[src/sv/skf3_pkg.sv]
// ----------------------------------------------------------------------------
// skf3_pkg: shared constants for the three-axis scalar Kalman filter
// Field widths, register indexes, reset values and serial loop lengths.
// ----------------------------------------------------------------------------
package skf3_pkg;

    // number of filter channels and the bits of a channel number
    localparam int AXES    = 3;
    localparam int AXIS_W  = 2;

    // Q16.16 data and configuration words
    localparam int DATA_W  = 32;

    // configuration register indexes
    localparam int CFG_IDX_W = 2;
    localparam logic [CFG_IDX_W-1:0] CFG_PROCESS_NOISE     = 2'd0;
    localparam logic [CFG_IDX_W-1:0] CFG_MEASUREMENT_NOISE = 2'd1;

    // reset values: Q about 0.02, R 8.0
    localparam logic [DATA_W-1:0] Q_RESET = 32'd1311;
    localparam logic [DATA_W-1:0] R_RESET = 32'd524288;

    // gain is unsigned Q0.16, saturated below 1.0
    localparam int GAIN_W = 16;
    localparam logic [GAIN_W-1:0] GAIN_MAX = 16'hFFFF;

    // serial loop lengths: quotient bits and multiplier bits
    localparam int DIV_STEPS = 17;
    localparam int MUL_STEPS = 17;
    localparam int CNT_W     = 5;

endpackage

[src/sv/scalar_kalman_filter_three_axis.sv]
// ----------------------------------------------------------------------------
// scalar_kalman_filter_three_axis: per-axis 1-D Kalman update, bit serial
// One state slot per axis; restoring divider and shift-add multipliers
// each resolve one bit per cycle.
// ----------------------------------------------------------------------------
// Sequence: an accepted beat passes S_PM, S_DEN, S_NUM, S_DIV, S_GAIN, S_MUL
//   and S_FIN; an axis number out of range goes straight to S_FIN.
// Input: no new beat is taken until the update is done; most of it is the 17-step
//   serial divider for the gain and the 17-step shift-add multiplier loop after it.
// Reset: rst_n low clears estimates and covariances of every axis to zero and
//   loads Q = 1311 and R = 524288; the block leaves reset in the idle state.
module scalar_kalman_filter_three_axis
(
    input  logic                            clk,
    input  logic                            rst_n,
    // measurement channel
    input  logic                            meas_valid,
    output logic                            meas_stall,
    input  logic [skf3_pkg::AXIS_W-1:0]     axis,
    input  logic signed [skf3_pkg::DATA_W-1:0] measurement,
    // estimate channel
    output logic                            est_valid,
    input  logic                            est_stall,
    output logic [skf3_pkg::AXIS_W-1:0]     axis_out,
    output logic signed [skf3_pkg::DATA_W-1:0] estimate,
    // configuration write channel
    input  logic                            cfg_valid,
    output logic                            cfg_ready,
    input  logic [skf3_pkg::CFG_IDX_W-1:0]  cfg_index,
    input  logic [skf3_pkg::DATA_W-1:0]     cfg_data
);
    import skf3_pkg::*;

    typedef enum logic [2:0]
    {
        S_IDLE,
        S_PM,
        S_DEN,
        S_NUM,
        S_DIV,
        S_GAIN,
        S_MUL,
        S_FIN
    } state_t;

    state_t                 state_reg;
    logic [CNT_W-1:0]       cnt_reg;

    // configuration and per-axis state
    logic [DATA_W-1:0]      q_reg;
    logic [DATA_W-1:0]      r_reg;
    logic [DATA_W-1:0]      est_reg [AXES];
    logic [DATA_W-1:0]      cov_reg [AXES];

    // working registers
    logic [AXIS_W-1:0]      axis_reg;
    logic                   axis_ok_reg;
    logic [DATA_W-1:0]      z_reg;
    logic [DATA_W-1:0]      x_reg;
    logic [DATA_W-1:0]      pm_reg;
    logic [DATA_W:0]        den_reg;
    logic [DATA_W:0]        rem_reg;
    logic [DIV_STEPS-1:0]   num_sh_reg;
    logic [DIV_STEPS-1:0]   quo_reg;
    logic [DATA_W:0]        diff_reg;
    logic [MUL_STEPS-1:0]   mul_g_reg;
    logic [MUL_STEPS-1:0]   mul_c_reg;
    logic [49:0]            acc_e_reg;
    logic [48:0]            acc_p_reg;

    // output register
    logic                   est_valid_reg;
    logic [AXIS_W-1:0]      axis_out_reg;
    logic [DATA_W-1:0]      estimate_reg;

    logic                   in_fire;
    logic                   out_free;
    logic [DATA_W:0]        cov_sum;
    logic [DATA_W-1:0]      pm_sat;
    logic [48:0]            num_full;
    logic [DATA_W+1:0]      trial;
    logic [GAIN_W-1:0]      gain;
    logic [49:0]            acc_e_add;
    logic [48:0]            acc_p_add;
    logic [49:0]            rnd_e;
    logic [34:0]            nx_wide;
    logic [DATA_W-1:0]      nx_sat;
    logic [48:0]            rnd_p;
    logic [DATA_W-1:0]      pn_sat;

    // config writes only between updates, and they go ahead of a new beat
    assign meas_stall = (state_reg != S_IDLE) || cfg_valid;
    assign cfg_ready  = (state_reg == S_IDLE);
    assign in_fire    = meas_valid && !meas_stall;
    assign out_free   = !est_valid_reg || !est_stall;

    assign est_valid  = est_valid_reg;
    assign axis_out   = axis_out_reg;
    assign estimate   = estimate_reg;

    // predicted covariance, saturated at the top of 32 bits
    assign cov_sum = {1'b0, cov_reg[axis_reg]} + {1'b0, q_reg};
    assign pm_sat  = cov_sum[DATA_W] ? {DATA_W{1'b1}} : cov_sum[DATA_W-1:0];

    // dividend pm*2^16 plus half the divisor for rounding
    assign num_full = {1'b0, pm_reg, 16'h0000} + {17'h00000, den_reg[DATA_W:1]};

    // restoring divider trial subtract
    assign trial = {rem_reg, num_sh_reg[DIV_STEPS-1]} - {1'b0, den_reg};

    // gain: zero for a zero divisor, saturated below one
    always_comb
    begin
        if (den_reg == '0)
            gain = '0;
        else if (quo_reg[DIV_STEPS-1])
            gain = GAIN_MAX;
        else
            gain = quo_reg[GAIN_W-1:0];
    end

    // shift-add partial products, MSB of the multiplier first
    assign acc_e_add = mul_g_reg[MUL_STEPS-1] ? {{17{diff_reg[DATA_W]}}, diff_reg} : '0;
    assign acc_p_add = mul_c_reg[MUL_STEPS-1] ? {17'h00000, pm_reg} : '0;

    // estimate rounding and saturation to signed 32 bits
    assign rnd_e   = acc_e_reg + 50'd32768;
    assign nx_wide = {{3{x_reg[DATA_W-1]}}, x_reg} + {rnd_e[49], rnd_e[49:16]};
    always_comb
    begin
        if (!nx_wide[34] && (nx_wide[33:31] != 3'b000))
            nx_sat = {1'b0, {(DATA_W-1){1'b1}}};
        else if (nx_wide[34] && (nx_wide[33:31] != 3'b111))
            nx_sat = {1'b1, {(DATA_W-1){1'b0}}};
        else
            nx_sat = nx_wide[DATA_W-1:0];
    end

    // covariance rounding and clip
    assign rnd_p  = acc_p_reg + 49'd32768;
    assign pn_sat = rnd_p[48] ? {DATA_W{1'b1}} : rnd_p[47:16];

    // state machine, datapath and registered outputs
    always_ff @(posedge clk or negedge rst_n)
    begin
        if (!rst_n)
        begin
            state_reg     <= S_IDLE;
            cnt_reg       <= '0;
            q_reg         <= Q_RESET;
            r_reg         <= R_RESET;
            for (int i = 0; i < AXES; i++)
            begin
                est_reg[i] <= '0;
                cov_reg[i] <= '0;
            end
            axis_reg      <= '0;
            axis_ok_reg   <= 1'b0;
            z_reg         <= '0;
            x_reg         <= '0;
            pm_reg        <= '0;
            den_reg       <= '0;
            rem_reg       <= '0;
            num_sh_reg    <= '0;
            quo_reg       <= '0;
            diff_reg      <= '0;
            mul_g_reg     <= '0;
            mul_c_reg     <= '0;
            acc_e_reg     <= '0;
            acc_p_reg     <= '0;
            est_valid_reg <= 1'b0;
            axis_out_reg  <= '0;
            estimate_reg  <= '0;
        end
        else
        begin
            // configuration writes; indexes past the list are dropped
            if (cfg_valid && cfg_ready)
            begin
                unique case (cfg_index)
                    CFG_PROCESS_NOISE:     q_reg <= cfg_data;
                    CFG_MEASUREMENT_NOISE: r_reg <= cfg_data;
                    default: ;
                endcase
            end

            // output beat taken; write-back loads the next one itself
            if (est_valid_reg && !est_stall && state_reg != S_FIN)
                est_valid_reg <= 1'b0;

            unique case (state_reg)
                S_IDLE:
                begin
                    if (in_fire)
                    begin
                        axis_reg    <= axis;
                        axis_ok_reg <= ({1'b0, axis} < (AXIS_W+1)'(AXES));
                        z_reg       <= measurement;
                        state_reg   <= ({1'b0, axis} < (AXIS_W+1)'(AXES)) ? S_PM : S_FIN;
                    end
                end
                S_PM:
                begin
                    x_reg     <= est_reg[axis_reg];
                    pm_reg    <= pm_sat;
                    state_reg <= S_DEN;
                end
                S_DEN:
                begin
                    den_reg   <= {1'b0, pm_reg} + {1'b0, r_reg};
                    state_reg <= S_NUM;
                end
                S_NUM:
                begin
                    rem_reg    <= {1'b0, num_full[48:17]};
                    num_sh_reg <= num_full[16:0];
                    quo_reg    <= '0;
                    cnt_reg    <= '0;
                    state_reg  <= S_DIV;
                end
                S_DIV:
                begin
                    // one quotient bit per cycle
                    if (!trial[DATA_W+1])
                        rem_reg <= trial[DATA_W:0];
                    else
                        rem_reg <= {rem_reg[DATA_W-1:0], num_sh_reg[DIV_STEPS-1]};
                    quo_reg    <= {quo_reg[DIV_STEPS-2:0], !trial[DATA_W+1]};
                    num_sh_reg <= {num_sh_reg[DIV_STEPS-2:0], 1'b0};
                    cnt_reg    <= cnt_reg + 1'b1;
                    if (cnt_reg == CNT_W'(DIV_STEPS-1))
                        state_reg <= S_GAIN;
                end
                S_GAIN:
                begin
                    diff_reg  <= {z_reg[DATA_W-1], z_reg} - {x_reg[DATA_W-1], x_reg};
                    mul_g_reg <= {1'b0, gain};
                    mul_c_reg <= 17'h10000 - {1'b0, gain};
                    acc_e_reg <= '0;
                    acc_p_reg <= '0;
                    cnt_reg   <= '0;
                    state_reg <= S_MUL;
                end
                S_MUL:
                begin
                    // gain*(z-x) and (1-gain)*pm, one multiplier bit per cycle
                    acc_e_reg <= {acc_e_reg[48:0], 1'b0} + acc_e_add;
                    acc_p_reg <= {acc_p_reg[47:0], 1'b0} + acc_p_add;
                    mul_g_reg <= {mul_g_reg[MUL_STEPS-2:0], 1'b0};
                    mul_c_reg <= {mul_c_reg[MUL_STEPS-2:0], 1'b0};
                    cnt_reg   <= cnt_reg + 1'b1;
                    if (cnt_reg == CNT_W'(MUL_STEPS-1))
                        state_reg <= S_FIN;
                end
                S_FIN:
                begin
                    // write back and present the result once the output is free
                    if (out_free)
                    begin
                        if (axis_ok_reg)
                        begin
                            est_reg[axis_reg] <= nx_sat;
                            cov_reg[axis_reg] <= pn_sat;
                        end
                        est_valid_reg <= 1'b1;
                        axis_out_reg  <= axis_reg;
                        estimate_reg  <= axis_ok_reg ? nx_sat : '0;
                        state_reg     <= S_IDLE;
                    end
                end
                default:
                begin
                    state_reg <= S_IDLE;
                end
            endcase
        end
    end

    // divider remainder stays below the divisor
    a_rem_below_den: assert property (@(posedge clk) disable iff (!rst_n)
        (state_reg == S_DIV && den_reg != '0) |-> (rem_reg < den_reg))
        else $error("divider remainder not below divisor");

    // a result appears only out of the write-back state
    a_valid_from_fin: assert property (@(posedge clk) disable iff (!rst_n)
        $rose(est_valid_reg) |-> $past(state_reg == S_FIN))
        else $error("result raised outside write-back");

    // an accepted beat closes the input until the update is done
    a_stall_after_accept: assert property (@(posedge clk) disable iff (!rst_n)
        in_fire |=> meas_stall)
        else $error("input not stalled after accept");

    // write-back with a free output always leaves a valid result
    a_fin_gives_result: assert property (@(posedge clk) disable iff (!rst_n)
        (state_reg == S_FIN && out_free) |=> (est_valid_reg && state_reg == S_IDLE))
        else $error("write-back did not produce a result");

    // multiplier loop count stays in range
    a_mul_count: assert property (@(posedge clk) disable iff (!rst_n)
        (state_reg == S_MUL) |-> (cnt_reg < CNT_W'(MUL_STEPS)))
        else $error("multiplier step count out of range");

endmodule

[config.mk]
export PLATFORM = sky130hd
export DESIGN_NAME = scalar_kalman_filter_three_axis
export DESIGN_NICKNAME = d
export VERILOG_FILES = /design/src/sv/skf3_pkg.sv /design/src/sv/scalar_kalman_filter_three_axis.sv
export SDC_FILE = /design/constraint.sdc
export NUM_CORES = 2
export LEC_CHECK = 0
export CORE_MARGIN = 3
export CORE_UTILIZATION = 43
export CTS_BUF_LIST = sky130_fd_sc_hd__clkbuf_16
export CTS_CLUSTER_SIZE = 28
export DETAILED_ROUTE_END_ITERATION = 10
export DONT_BUFFER_PORTS = 1
export PLACE_DENSITY_LB_ADDON = 0.15
export SKIP_LAST_GASP = 1
export SLEW_MARGIN = 5
export SYNTH_ARGS = -nofsm -noshare
export SYNTH_HDL_FRONTEND = slang
export SYNTH_SLANG_ARGS = --single-unit
[constraint.sdc]
create_clock -name clk -period 5.5 [get_ports clk]
set_clock_uncertainty 0.15 [all_clocks]
set_input_delay 0.825 -clock clk [delete_from_list [all_inputs] [get_ports clk]]
set_output_delay 0.825 -clock clk [all_outputs]
set_load 0.03 [all_outputs]
==> summary.md <==
| Metric | Value |
|---|---|
| Pwr Total | `32.4 mW` |
| Top cells by area, synth | `dfrtp_1 (39%), ha_1 (7.9%), nand2_1 (5.6%)` |
| Synth Area per Inst | `8.91 µm²` |
| Largest net degree at the start of global routing | `around 660` |
| Commonest non-fill, non-tap cells in the layout | `dfrtp_1 (653), nand2_1 (620), a21oi_1 (358), nor2_1 (335), o21ai_1 (267)` |
| CP top delay family | `simple AND/OR/NAND/NOR gates` |
| RSZ-0062 raised after global routing | `no` |
| Clock sink total | `around 660` |
| Final min period | `4.96 ns` |
| CP startpoint kind | `flip-flop` |
| Req. time, crit path | `5.90 ns` |
| Worst-path cell chain | `ha_1 -> nand3_1 -> nor2_1 -> nand3_1 -> nor2_1 -> nand3_1 -> nor2_1 -> nand2_1 -> xnor2_1 -> ha_1 -> and3_1 -> and4_1 -> nand2_1 -> a211oi_1 -> o21ai_0 -> a31oi_1 -> o31a_4 -> buf_12 -> a21oi_2 -> o31ai_1` |
| # IOs | `110` |
| Maximum clock insertion buffer count | `3` |
| Worst reg2reg startpoint | `acc_e_reg[15]$_DFFE_PN0P_` |
| Period utilization | `0.901` |
| Layout overhead on the synthesized area | `9.42%` |
| Synth top area share | `0.394` |
| PD cells | `711 mW/mm²` |
| Drt first pass iters | `6` |
| Final setup vio count | `0` |
| Htree depth | `3` |
| Post-Route WL | `118000 µm` |
| Number of flops mapped to enable cells by yosys | `0` |
| Crit path buf inv count | `1` |
| Worst skew pair latency | `0.65 ns` |
| Commonest non-fill, non-tap cell in the layout | `dfrtp_1` |
| Die Y | `317 µm` |
| Critical path fanouts, max | `15` |
| DP Worst Slack | `between 0.5 and 0.6 ns` |
| Worst setup EP type | `flip-flop` |
| CTS root buf | `clkbuf_16` |
| Dominant cell type by area after synthesis | `dfrtp_1` |
| Synthesis-stage register bit count | `663` |
| Drt wl/cell | `19.9 µm` |
| # port buffers | `0` |
| Gate count of the mapped netlist | `4665` |
| Syn Nets | `between 5000 and 6000` |
| Setup Fix Bufs, Post-CTS | `0` |
| Final Hold Fails | `1` |
| Gr ovfl total | `0` |
| Final hold slack | `-0.00376 ns` |
| HPWL Detailed | `between 80000 and 90000 µm` |
| Setup slack, reg-to-reg | `0.54 ns` |
| Die width | `317 µm` |
| Worst relative slew slack | `0.226` |
| Initial drt markers | `2554` |
| TritonCTS buffer count | `80` |
| Final Net Count | `4923` |
| Fmax | `~0.20 GHz` |
| DRC errors left | `0` |
| Lkg Pwr | `around 21 nW` |
| Failing checks | `negative hold slack` |
| Synth Flop Type | `dfrtp_1` |
| Mapped cell area | `roughly 0.042 mm²` |
| Setup TNS | `0 ns` |
| Antenna-violating nets left | `0` |
| Site Rows | `between 100 and 150` |
| Filler cell count | `9252` |
| Total number of vias | `33200` |
| Reg2Reg Depth | `20` |
| Maximum vdd ir drop | `approximately 0.00053 V` |
| Initial core utilization | `0.436` |
| Slowest cell on crit path | `dfrtp_1` |
| Max-capacitance violation count | `0` |
| Vias in the first global route | `31600` |
| Vias per std cell | `between 5 and 6` |
| Least-Margin Pin Slew | `1.16 ns` |
| RD Place Congestion | `0.874` |
| Fin worst setup slack | `approximately 0.54 ns` |
| Initial antenna violation count | `8` |
| TritonCTS clock tree | `built` |
| Ys Warns | `0` |
| First-pass GRT wire length | `186000 µm` |
| Sequential share of the synthesized area | `0.399` |
| Layout cells sized above 1 | `0.0763` |
| Critical Path AT | `5.35 ns` |
| Library cells used by synthesis | `around 90` |
| Total track usage | `0.233` |
| Status | `finished, violations left` |
| Asr flop ratio synth | `1.00` |
| Die Footprint | `0.100 mm²` |
| FF-to-FF End | `estimate[6]$_DFFE_PN0P_` |
| Slowest cell delay on critical path | `0.42 ns` |
| Hold Path Class | `primary input to asynchronous set/reset pin` |
| Max-slew violation count | `0` |
| Worst-path clk slew | `0.06 ns` |
| Core area | `0.0954 mm²` |
| Critical path class | `flip-flop to flip-flop` |
final cells by class:
class,count,area (µm²),share of cell area
multi-input combinational,3643,23700,0.521
clock inverter,60,449,0.00987
antenna,6,15.0,0.000330
sequential,663,16600,0.365
tap,1265,1580,0.0348
timing repair buffer,57,573,0.0126
clock buffer,82,2050,0.0451
inverter,133,499,0.0110
report_power, final:
group	total, mW	switching, mW	internal, mW	leakage [nW]
clock network	5.12	2.18	2.94	1.31
logic	17.8	10.7	7.11	11.2
registers	9.44	2.49	6.95	8.39
synth_stat cells (32+ instances only):
library cell,n
nor2_1,337
mux2_2,104
nand2_1,623
inv_1,132
nand2b_1,40
xnor2_1,184
dfrtp_1,655
nor3_1,40
and2_1,78
nand4_1,43
a21o_1,124
xor2_1,141
a31oi_1,47
o31ai_1,47
o21a_1,32
o21ai_1,267
and3_1,44
o21ai_0,243
a211oi_1,38
nand3_1,88
ha_1,264
a21oi_1,358
mux2i_1,94
clkbuf_1,203
through the flow:
step	utilization	cell area (µm²)	hold WS, ns	std cells
after floorplan	-	41600	0.286	4665
after global placement	0.449	42800	0.303	5755
after detailed placement	0.449	42800	0.313	5755
after CTS	0.475	45300	-0.296	5897
after global routing	0.477	45500	0.0782	5903
final	0.477	45500	-0.00376	5909
cells by family after synthesis:
| family | after synthesis | share of synthesized area |
|---|---|---|
| xor gates and xnor gates | 325 | 0.0685 |
| AOI/OAI and AO/OA | 1444 | 0.214 |
| and+or+nand+nor | 1402 | 0.151 |
| DFF | 663 | 0.399 |
| muxes | 200 | 0.0513 |
| buffers and inverters | 359 | 0.0327 |
| adders and majority gates | 272 | 0.0833 |
routing by layer:
layer	global-route usage	wire length, µm
met5	0	37
met1	0.348	57900
met2	0.342	49500
met3	0.0528	7920
met4	0.0548	2260
worst max path at each step:
stage | startpoint | to | slack [ns] | cells after the start
2_1_floorplan | axis_reg[0]$_DFFE_PN0P_ | pm_reg[10]$_DFFE_PN0P_ | 0.84 | 18
3_3_place_gp | acc_e_reg[15]$_DFFE_PN0P_ | estimate[1]$_DFFE_PN0P_ | 0.61 | 20
3_5_place_dp | acc_e_reg[15]$_DFFE_PN0P_ | estimate[11]$_DFFE_PN0P_ | 0.51 | 20
4_1_cts | acc_e_reg[15]$_DFFE_PN0P_ | estimate[6]$_DFFE_PN0P_ | 0.47 | 20
5_1_grt | acc_e_reg[15]$_DFFE_PN0P_ | estimate[2]$_DFFE_PN0P_ | 0.002 | 20
6_report | acc_e_reg[15]$_DFFE_PN0P_ | estimate[6]$_DFFE_PN0P_ | 0.54 | 20
timing repair:
item                                   4_1_cts  5_1_grt
endpoints found under the hold margin      655       27
setup endpoints to repair                    0       25
resized for setup                            0        1
No activity file was read; power rests on OpenSTA's default activity.
